### src/hdl/rau_pkg.sv
`timescale 1ns / 1ps

package rau_pkg;

  localparam int OPERAND_WIDTH_DEF = 16;

  localparam logic [1:0] OP_ADD = 2'd0;
  localparam logic [1:0] OP_SUB = 2'd1;
  localparam logic [1:0] OP_MUL = 2'd2;
  localparam logic [1:0] OP_DIV = 2'd3;

  localparam int SAT_WIDTH = 34;
  localparam logic [SAT_WIDTH-1:0] NUM_MAX_POS = 34'h0_7FFF_FFFF;
  localparam logic [SAT_WIDTH-1:0] NUM_MAX_NEG = 34'h0_8000_0000;
  localparam logic [SAT_WIDTH-1:0] DEN_MAX     = 34'h0_3FFF_FFFF;

  typedef struct packed {
    logic start;
    logic done;
  } unit_ctl_t;

endpackage

### src/hdl/rational_arithmetic_unit.sv
`timescale 1ns / 1ps
// channel | signals                                  | direction
// input   | in_valid, in_stall, opcode, a/b num/den  | item in
// output  | out_valid, out_stall, res_num, res_den,  | item out
//         | div_error                                |
// One item at a time; in_stall is high from acceptance until the result is
// loaded into the output register. Add/sub: gcd plus two divisions plus the
// final gcd and two divisions; mul/div: final gcd and two divisions. A zero
// numerator skips the final gcd and divisions; errors go straight to the
// output register. Reset is synchronous; out_stall holds the result and
// blocks the next result.

module rational_arithmetic_unit
  import rau_pkg::*;
#(
  parameter int OPERAND_WIDTH = OPERAND_WIDTH_DEF
) (
  input  logic                            clk,
  input  logic                            rst,
  input  logic                            in_valid,
  output logic                            in_stall,
  input  logic [1:0]                      opcode,
  input  logic signed [OPERAND_WIDTH-1:0] a_num,
  input  logic signed [OPERAND_WIDTH-1:0] a_den,
  input  logic signed [OPERAND_WIDTH-1:0] b_num,
  input  logic signed [OPERAND_WIDTH-1:0] b_den,
  output logic                            out_valid,
  input  logic                            out_stall,
  output logic signed [31:0]              res_num,
  output logic [29:0]                     res_den,
  output logic                            div_error
);

  localparam int W  = OPERAND_WIDTH;
  localparam int PW = 2 * OPERAND_WIDTH;
  localparam int CW = (PW > SAT_WIDTH) ? PW : SAT_WIDTH;

  localparam logic [4:0] S_IDLE = 5'd0;
  localparam logic [4:0] S_G1S  = 5'd1;
  localparam logic [4:0] S_G1W  = 5'd2;
  localparam logic [4:0] S_D1S  = 5'd3;
  localparam logic [4:0] S_D1W  = 5'd4;
  localparam logic [4:0] S_D2S  = 5'd5;
  localparam logic [4:0] S_D2W  = 5'd6;
  localparam logic [4:0] S_MA   = 5'd7;
  localparam logic [4:0] S_MB   = 5'd8;
  localparam logic [4:0] S_MC   = 5'd9;
  localparam logic [4:0] S_COMB = 5'd10;
  localparam logic [4:0] S_M1   = 5'd11;
  localparam logic [4:0] S_M2   = 5'd12;
  localparam logic [4:0] S_CHK  = 5'd13;
  localparam logic [4:0] S_G2S  = 5'd14;
  localparam logic [4:0] S_G2W  = 5'd15;
  localparam logic [4:0] S_D3S  = 5'd16;
  localparam logic [4:0] S_D3W  = 5'd17;
  localparam logic [4:0] S_D4S  = 5'd18;
  localparam logic [4:0] S_D4W  = 5'd19;
  localparam logic [4:0] S_SAT  = 5'd20;
  localparam logic [4:0] S_OUT  = 5'd21;

  logic [4:0]    state;
  logic [W-1:0]  na, da, nb, db;
  logic          sa, sb, rs;
  logic [W-1:0]  qa, qb;
  logic [PW-1:0] g, rn, rd, ta, tb;
  logic [31:0]   rnum;
  logic [29:0]   rden;
  logic          rerr;

  logic [W-1:0]  m_na, m_da, m_nb, m_db;
  logic          s_na, s_da, s_nb, s_db;
  logic [W-1:0]  mul_a, mul_b;
  logic [PW-1:0] prod;
  logic [PW-1:0] gcd_x, gcd_y, gcd_g, div_n, div_d, div_q;
  unit_ctl_t     gcd_ctl, div_ctl;
  logic [CW-1:0] rn_ext, rd_ext, rn_sat, rd_sat;
  logic          in_acc;

  assign s_na = a_num[W-1];
  assign s_da = a_den[W-1];
  assign s_nb = b_num[W-1];
  assign s_db = b_den[W-1];
  assign m_na = s_na ? W'(0) - a_num : a_num;
  assign m_da = s_da ? W'(0) - a_den : a_den;
  assign m_nb = s_nb ? W'(0) - b_num : b_num;
  assign m_db = s_db ? W'(0) - b_den : b_den;

  assign in_stall = (state != S_IDLE);
  assign in_acc   = in_valid && !in_stall;

  always_comb begin
    mul_a = na;
    mul_b = nb;
    unique case (state)
      S_MA:    begin mul_a = qa; mul_b = db; end
      S_MB:    begin mul_a = na; mul_b = qb; end
      S_MC:    begin mul_a = nb; mul_b = qa; end
      S_M2:    begin mul_a = da; mul_b = db; end
      default: begin mul_a = na; mul_b = nb; end
    endcase
  end

  assign prod = PW'(mul_a) * PW'(mul_b);

  assign gcd_ctl.start = (state == S_G1S) || (state == S_G2S);
  assign gcd_x = (state == S_G1S) ? PW'(da) : rn;
  assign gcd_y = (state == S_G1S) ? PW'(db) : rd;

  assign div_ctl.start = (state == S_D1S) || (state == S_D2S) ||
                         (state == S_D3S) || (state == S_D4S);
  always_comb begin
    div_n = rd;
    unique case (state)
      S_D1S:   div_n = PW'(da);
      S_D2S:   div_n = PW'(db);
      S_D3S:   div_n = rn;
      default: div_n = rd;
    endcase
  end
  assign div_d = g;

  rau_gcd #(.WIDTH(PW)) u_gcd (
    .clk  (clk),
    .rst  (rst),
    .start(gcd_ctl.start),
    .x_in (gcd_x),
    .y_in (gcd_y),
    .done (gcd_ctl.done),
    .g    (gcd_g)
  );

  rau_div #(.WIDTH(PW)) u_div (
    .clk  (clk),
    .rst  (rst),
    .start(div_ctl.start),
    .n_in (div_n),
    .d_in (div_d),
    .done (div_ctl.done),
    .quo  (div_q)
  );

  assign rn_ext = CW'(rn);
  assign rd_ext = CW'(rd);
  always_comb begin
    if (rs) begin
      rn_sat = (rn_ext > CW'(NUM_MAX_NEG)) ? CW'(NUM_MAX_NEG) : rn_ext;
    end else begin
      rn_sat = (rn_ext > CW'(NUM_MAX_POS)) ? CW'(NUM_MAX_POS) : rn_ext;
    end
    rd_sat = (rd_ext > CW'(DEN_MAX)) ? CW'(DEN_MAX) : rd_ext;
  end

  always_ff @(posedge clk) begin
    if (rst) begin
      state     <= S_IDLE;
      out_valid <= 1'b0;
    end else begin
      if (out_valid && !out_stall && state != S_OUT) begin
        out_valid <= 1'b0;
      end
      unique case (state)
        S_IDLE: begin
          if (in_acc) begin
            na <= m_na;
            da <= m_da;
            sa <= s_na != s_da;
            if (opcode == OP_DIV) begin
              nb <= m_db;
              db <= m_nb;
            end else begin
              nb <= m_nb;
              db <= m_db;
            end
            sb <= (s_nb != s_db) ^ (opcode == OP_SUB);
            if (m_da == '0 || m_db == '0 || (opcode == OP_DIV && m_nb == '0)) begin
              rnum  <= '0;
              rden  <= '0;
              rerr  <= 1'b1;
              state <= S_OUT;
            end else if (opcode == OP_ADD || opcode == OP_SUB) begin
              state <= S_G1S;
            end else begin
              state <= S_M1;
            end
          end
        end
        S_G1S: state <= S_G1W;
        S_G1W: begin
          if (gcd_ctl.done) begin
            g     <= gcd_g;
            state <= S_D1S;
          end
        end
        S_D1S: state <= S_D1W;
        S_D1W: begin
          if (div_ctl.done) begin
            qa    <= div_q[W-1:0];
            state <= S_D2S;
          end
        end
        S_D2S: state <= S_D2W;
        S_D2W: begin
          if (div_ctl.done) begin
            qb    <= div_q[W-1:0];
            state <= S_MA;
          end
        end
        S_MA: begin
          rd    <= prod;
          state <= S_MB;
        end
        S_MB: begin
          ta    <= prod;
          state <= S_MC;
        end
        S_MC: begin
          tb    <= prod;
          state <= S_COMB;
        end
        S_COMB: begin
          if (sa == sb) begin
            rn <= ta + tb;
            rs <= sa;
          end else if (ta >= tb) begin
            rn <= ta - tb;
            rs <= sa;
          end else begin
            rn <= tb - ta;
            rs <= sb;
          end
          state <= S_CHK;
        end
        S_M1: begin
          rn    <= prod;
          rs    <= sa != sb;
          state <= S_M2;
        end
        S_M2: begin
          rd    <= prod;
          state <= S_CHK;
        end
        S_CHK: begin
          if (rn == '0) begin
            rnum  <= '0;
            rden  <= 30'd1;
            rerr  <= 1'b0;
            state <= S_OUT;
          end else begin
            state <= S_G2S;
          end
        end
        S_G2S: state <= S_G2W;
        S_G2W: begin
          if (gcd_ctl.done) begin
            g     <= gcd_g;
            state <= S_D3S;
          end
        end
        S_D3S: state <= S_D3W;
        S_D3W: begin
          if (div_ctl.done) begin
            rn    <= div_q;
            state <= S_D4S;
          end
        end
        S_D4S: state <= S_D4W;
        S_D4W: begin
          if (div_ctl.done) begin
            rd    <= div_q;
            state <= S_SAT;
          end
        end
        S_SAT: begin
          rnum  <= rs ? 32'(CW'(0) - rn_sat) : rn_sat[31:0];
          rden  <= rd_sat[29:0];
          rerr  <= 1'b0;
          state <= S_OUT;
        end
        S_OUT: begin
          if (!out_valid || !out_stall) begin
            res_num   <= rnum;
            res_den   <= rden;
            div_error <= rerr;
            out_valid <= 1'b1;
            state     <= S_IDLE;
          end
        end
        default: state <= S_IDLE;
      endcase
    end
  end

endmodule

### src/hdl/rau_gcd.sv
`timescale 1ns / 1ps

module rau_gcd
  import rau_pkg::*;
#(
  parameter int WIDTH = 2 * OPERAND_WIDTH_DEF
) (
  input  logic             clk,
  input  logic             rst,
  input  logic             start,
  input  logic [WIDTH-1:0] x_in,
  input  logic [WIDTH-1:0] y_in,
  output logic             done,
  output logic [WIDTH-1:0] g
);

  localparam int KW = $clog2(WIDTH + 1);
  localparam logic [1:0] G_IDLE = 2'd0;
  localparam logic [1:0] G_TWO  = 2'd1;
  localparam logic [1:0] G_RUN  = 2'd2;

  logic [1:0]       state;
  logic [WIDTH-1:0] x;
  logic [WIDTH-1:0] y;
  logic [KW-1:0]    k;

  // binary gcd, both operands nonzero
  always_ff @(posedge clk) begin
    if (rst) begin
      state <= G_IDLE;
      done  <= 1'b0;
    end else begin
      done <= 1'b0;
      unique case (state)
        G_IDLE: begin
          if (start) begin
            x     <= x_in;
            y     <= y_in;
            k     <= '0;
            state <= G_TWO;
          end
        end
        G_TWO: begin
          if (!x[0] && !y[0]) begin
            x <= x >> 1;
            y <= y >> 1;
            k <= k + 1'b1;
          end else begin
            state <= G_RUN;
          end
        end
        G_RUN: begin
          if (!x[0]) begin
            x <= x >> 1;
          end else if (!y[0]) begin
            y <= y >> 1;
          end else if (x == y) begin
            g     <= x << k;
            done  <= 1'b1;
            state <= G_IDLE;
          end else if (x > y) begin
            x <= x - y;
          end else begin
            y <= y - x;
          end
        end
        default: state <= G_IDLE;
      endcase
    end
  end

endmodule

### src/hdl/rau_div.sv
`timescale 1ns / 1ps

module rau_div
  import rau_pkg::*;
#(
  parameter int WIDTH = 2 * OPERAND_WIDTH_DEF
) (
  input  logic             clk,
  input  logic             rst,
  input  logic             start,
  input  logic [WIDTH-1:0] n_in,
  input  logic [WIDTH-1:0] d_in,
  output logic             done,
  output logic [WIDTH-1:0] quo
);

  localparam int CNTW = $clog2(WIDTH + 1);

  logic             busy;
  logic [CNTW-1:0]  cnt;
  logic [WIDTH-1:0] rem;
  logic [WIDTH-1:0] d;
  logic [WIDTH:0]   trial;

  assign trial = {rem, quo[WIDTH-1]};

  // restoring division, one quotient bit per cycle
  always_ff @(posedge clk) begin
    if (rst) begin
      busy <= 1'b0;
      done <= 1'b0;
    end else begin
      done <= 1'b0;
      if (!busy) begin
        if (start) begin
          quo  <= n_in;
          d    <= d_in;
          rem  <= '0;
          cnt  <= CNTW'(WIDTH);
          busy <= 1'b1;
        end
      end else begin
        if (trial >= {1'b0, d}) begin
          rem <= WIDTH'(trial - {1'b0, d});
          quo <= {quo[WIDTH-2:0], 1'b1};
        end else begin
          rem <= trial[WIDTH-1:0];
          quo <= {quo[WIDTH-2:0], 1'b0};
        end
        cnt <= cnt - 1'b1;
        if (cnt == CNTW'(1)) begin
          busy <= 1'b0;
          done <= 1'b1;
        end
      end
    end
  end

endmodule

### config.mk
export PLATFORM = sky130hd
export DESIGN_NAME = rational_arithmetic_unit
export DESIGN_NICKNAME = d
export VERILOG_FILES = /design/src/hdl/rau_pkg.sv /design/src/hdl/rational_arithmetic_unit.sv /design/src/hdl/rau_gcd.sv /design/src/hdl/rau_div.sv
export SDC_FILE = /design/constraint.sdc
export NUM_CORES = 2
export LEC_CHECK = 0
export BUFFER_PORTS_ARGS = -buffer_cell sky130_fd_sc_hd__buf_2
export CAP_MARGIN = 20
export CORE_MARGIN = 8
export CORE_UTILIZATION = 55
export CTS_CLUSTER_DIAMETER = 50
export DETAILED_ROUTE_END_ITERATION = 12
export GPL_TIMING_DRIVEN = 0
export PLACE_DENSITY = 0.72
export SKIP_LAST_GASP = 1
export SLEW_MARGIN = 20
export SYNTH_ARGS = -nofsm -noshare
export SYNTH_HDL_FRONTEND = slang
export SYNTH_SLANG_ARGS = --single-unit
### constraint.sdc
create_clock -name clk -period 8.92 [get_ports clk]
set_input_delay 0.446 -clock clk [delete_from_list [all_inputs] [get_ports clk]]
set_output_delay 0.446 -clock clk [all_outputs]
set_load 0.1 [all_outputs]
==> flow_metrics.py <==
metrics = {
    "outcome": {
        "outcome": "finished, final reports clean",
    },
    "routing": {
        "via_per_inst": 6.287,
        "drt-initial-drc-count": 4972,
        "routed_wl_um": 157900,
        "vias": 39900,
        "dr.pass1.iters": 10,
        "drc": 0,
        "wl_per_cell_um": 24.88,
        "detail-route-antenna-nets": 0,
    },
    "critical_path": {
        "cp-end-kind": "flip-flop",
        "arrival_ns": 9.04,
        "cp_max_fo": 10,
        "critPathSlowestCell": "fa_1",
        "rrSetupSlack_ns": 0.27,
        "cpPeakStageDelay_ns": 0.57,
        "reg2regPathDepth": 29,
        "regToRegEndpoint": "rn[30]",
        "required_ns": 9.31,
        "start_kind": "flip-flop",
        "critPathKind": "flip-flop to flip-flop",
        "crit_top_cell": "fa_1",
        "r2r-start": "state[4]",
    },
    "sta": {
        "fin_crit_ns": 8.649,
        "tightest_slew_ns": 1.139,
        "setup_viol": 0,
        "max_slew_margin": 0.2338,
        "fmax_ghz": 0.1156,
        "period_share": 0.9696,
        "slew_viol_final": 0,
        "fin_worst_skew_ns": 0.03767,
        "whs_ns": 0.02285,
        "timing_hold_violations_final": 0,
    },
    "finish": {
        "areaGrowthSynthToFinish_pct": 12.79,
        "layout-drive-gt1-share": 0.1082,
        "fin_nets": 5723,
        "final_area_sq_um": 52630,
    },
    "min_path": {
        "hold_end": "na[0]",
        "worstHoldStart": "a_num[0]",
        "worstHoldPathType": "primary input to flip-flop",
        "hold_depth": 1,
    },
    "synth": {
        "synthArstFlopShare": 0,
        "synth_cell_types": 98,
        "synthAdderAreaFrac": 0.1681,
        "synth_area_leaders": "edfxtp_1, fa_1, ha_1, nor2_1, nand2_1",
        "ys.flop_type": "edfxtp_1",
        "synth-compound-area-share": 0.1751,
        "synthCells": 4881,
        "synth_top_family_by_area": "compound AO/OA/AOI/OAI gates",
        "synth.top_cell.area_share": 0.3791,
        "ys_warn_count": 0,
        "synth_area_sq_um": 46660,
        "synthMuxAreaShare": 0.03741,
        "synth_area_leader_cell": "edfxtp_1",
        "ys_top_cells_by_count": "edfxtp_1, nor2_1, nand2_1",
        "synth-seq-cells": 600,
        "syn_nets": 5458,
        "postSynthAreaPerCell_sq_um": 9.559,
        "synth_most_common_cell": "edfxtp_1",
        "synth_edf_count": 589,
        "yosysSeqAreaShare": 0.3838,
        "synth_xor_area_frac": 0.03660,
        "synth-simple-area-share": 0.1391,
    },
    "clocking": {
        "clockBufferDepth": 3,
        "numCtsBuffers": 76,
        "clkLatencyLatePin_ns": 0.65,
        "htreeDepth": 3,
        "cts_hold_buf": 0,
        "clk_pin_slew_ns": 0.06,
        "cts_tree": "yes",
        "cts.sinks": 600,
        "clock-root-buffer": "clkbuf_16",
    },
    "grt": {
        "grt_max_degree": 32,
        "grt_pass1_wl_um": 234900,
        "antenna_found_initial": 3,
        "track_usage": 0.3248,
        "overflow": 0,
        "first_global_vias": 38430,
    },
    "job": {
        "drv_cap": 0,
    },
    "die": {
        "io_pins": 135,
        "die_h_um": 307.3,
        "die_w_um": 307.3,
        "coreArea_sq_um": 84610,
        "initial_core_util": 0.5515,
        "fp.dieArea_sq_um": 94410,
        "num_rows": 107,
    },
    "placement": {
        "place_area_sq_um": 49370,
        "dpl.hpwl_um": 123900,
        "portBuffers": 130,
        "gp_congestion": 1.026,
    },
}
==> per-layer routing <==
metal / wire length (um) / track usage / part of all wire
met3: 18380 / 0.08583 / 0.12
met2: 66060 / 0.4794 / 0.42
met1: 63560 / 0.4394 / 0.40
met5: 0 / 0 / 0
met4: 9919 / 0.1679 / 0.063
==> what timing repair did <==
| action | 4_1_cts | 5_1_grt |
|---|---|---|
| gates resized for setup | 71 | 76 |
| buffers inserted | 9 | 11 |
| setup endpoints to repair | 77 | 61 |
| hold endpoints to repair | 0 | 0 |
| pin swaps | 3 | 6 |
==> cells by family after synthesis <==
logic type,after synthesis
xor+xnor,195
compound gates,1267
mux,142
flops,600
fa+ha+maj,507
buf+inv,730
simple gates,1440
==> worst max-delay path by stage <==
stage / start / end / slack (ns) / depth (start not counted)
2_1_floorplan: state[0] / rn[30] / 1.07 / 33
3_3_place_gp: state[3] / ta[20] / -2.14 / 28
3_5_place_dp: state[3] / rn[21] / -1.35 / 31
4_1_cts: state[4] / rn[16] / -0.03 / 28
5_1_grt: state[4] / rn[20] / -0.01 / 30
6_report: state[4] / rn[30] / 0.27 / 29
==> final cells by class <==
type / count / area [sq um]
multi-input cells: 3551 / 26490
diodes: 1 / 2.502
repair buffers: 197 / 1323
clock buffers: 82 / 1946
flip-flops and latches: 600 / 17910
clock inverters: 51 / 705.7
plain buffers: 248 / 1050
well taps: 1144 / 1431
fillers: 7165 / 31990
inverters: 472 / 1772
==> cell usage in the layout, fill, tap and decap left out, drive strengths merged, types with 44 or more instances in the layout <==
cell    count
a21o       89
a21oi     346
a22oi      82
a31oi      66
buf       244
clkbuf    283
edfxtp    589
fa        200
ha        307
inv       479
mux2i      81
nand2     486
nand2b     46
nand3      60
nor2      509
nor2b      47
nor3       80
o21a       44
o21ai     283
o31ai      48
xnor2     121
xor2       74
==> per-stage QoR <==
step	setup TNS, ns	utilization	setup slack [ns]	std cells
after floorplan	0	-	1.073	4881
after CTS	-0.04159	0.6186	-0.03333	6337
after global placement	-79.99	0.5761	-2.141	6155
after global routing	-0.01562	0.6219	-0.009972	6345
final	0	0.6220	0.2711	6346
after detailed placement	-62.26	0.5834	-1.352	6202
==> critical path, delay by kind of cell, from the launching register on <==
family / cells / cell delay (ns)
AOI/OAI and AO/OA: 9 / 2.09
xor gates and xnor gates: 1 / 0.28
adders and majority gates: 7 / 3.51
buffers and inverters: 7 / 1.20
DFF: 1 / 0.36
muxes: 1 / 0.32
and+or+nand+nor: 4 / 0.62
Power is left out: the tool's default activity adds up to more than one toggle a clock period on the data nets, which glitch-free logic cannot reach.
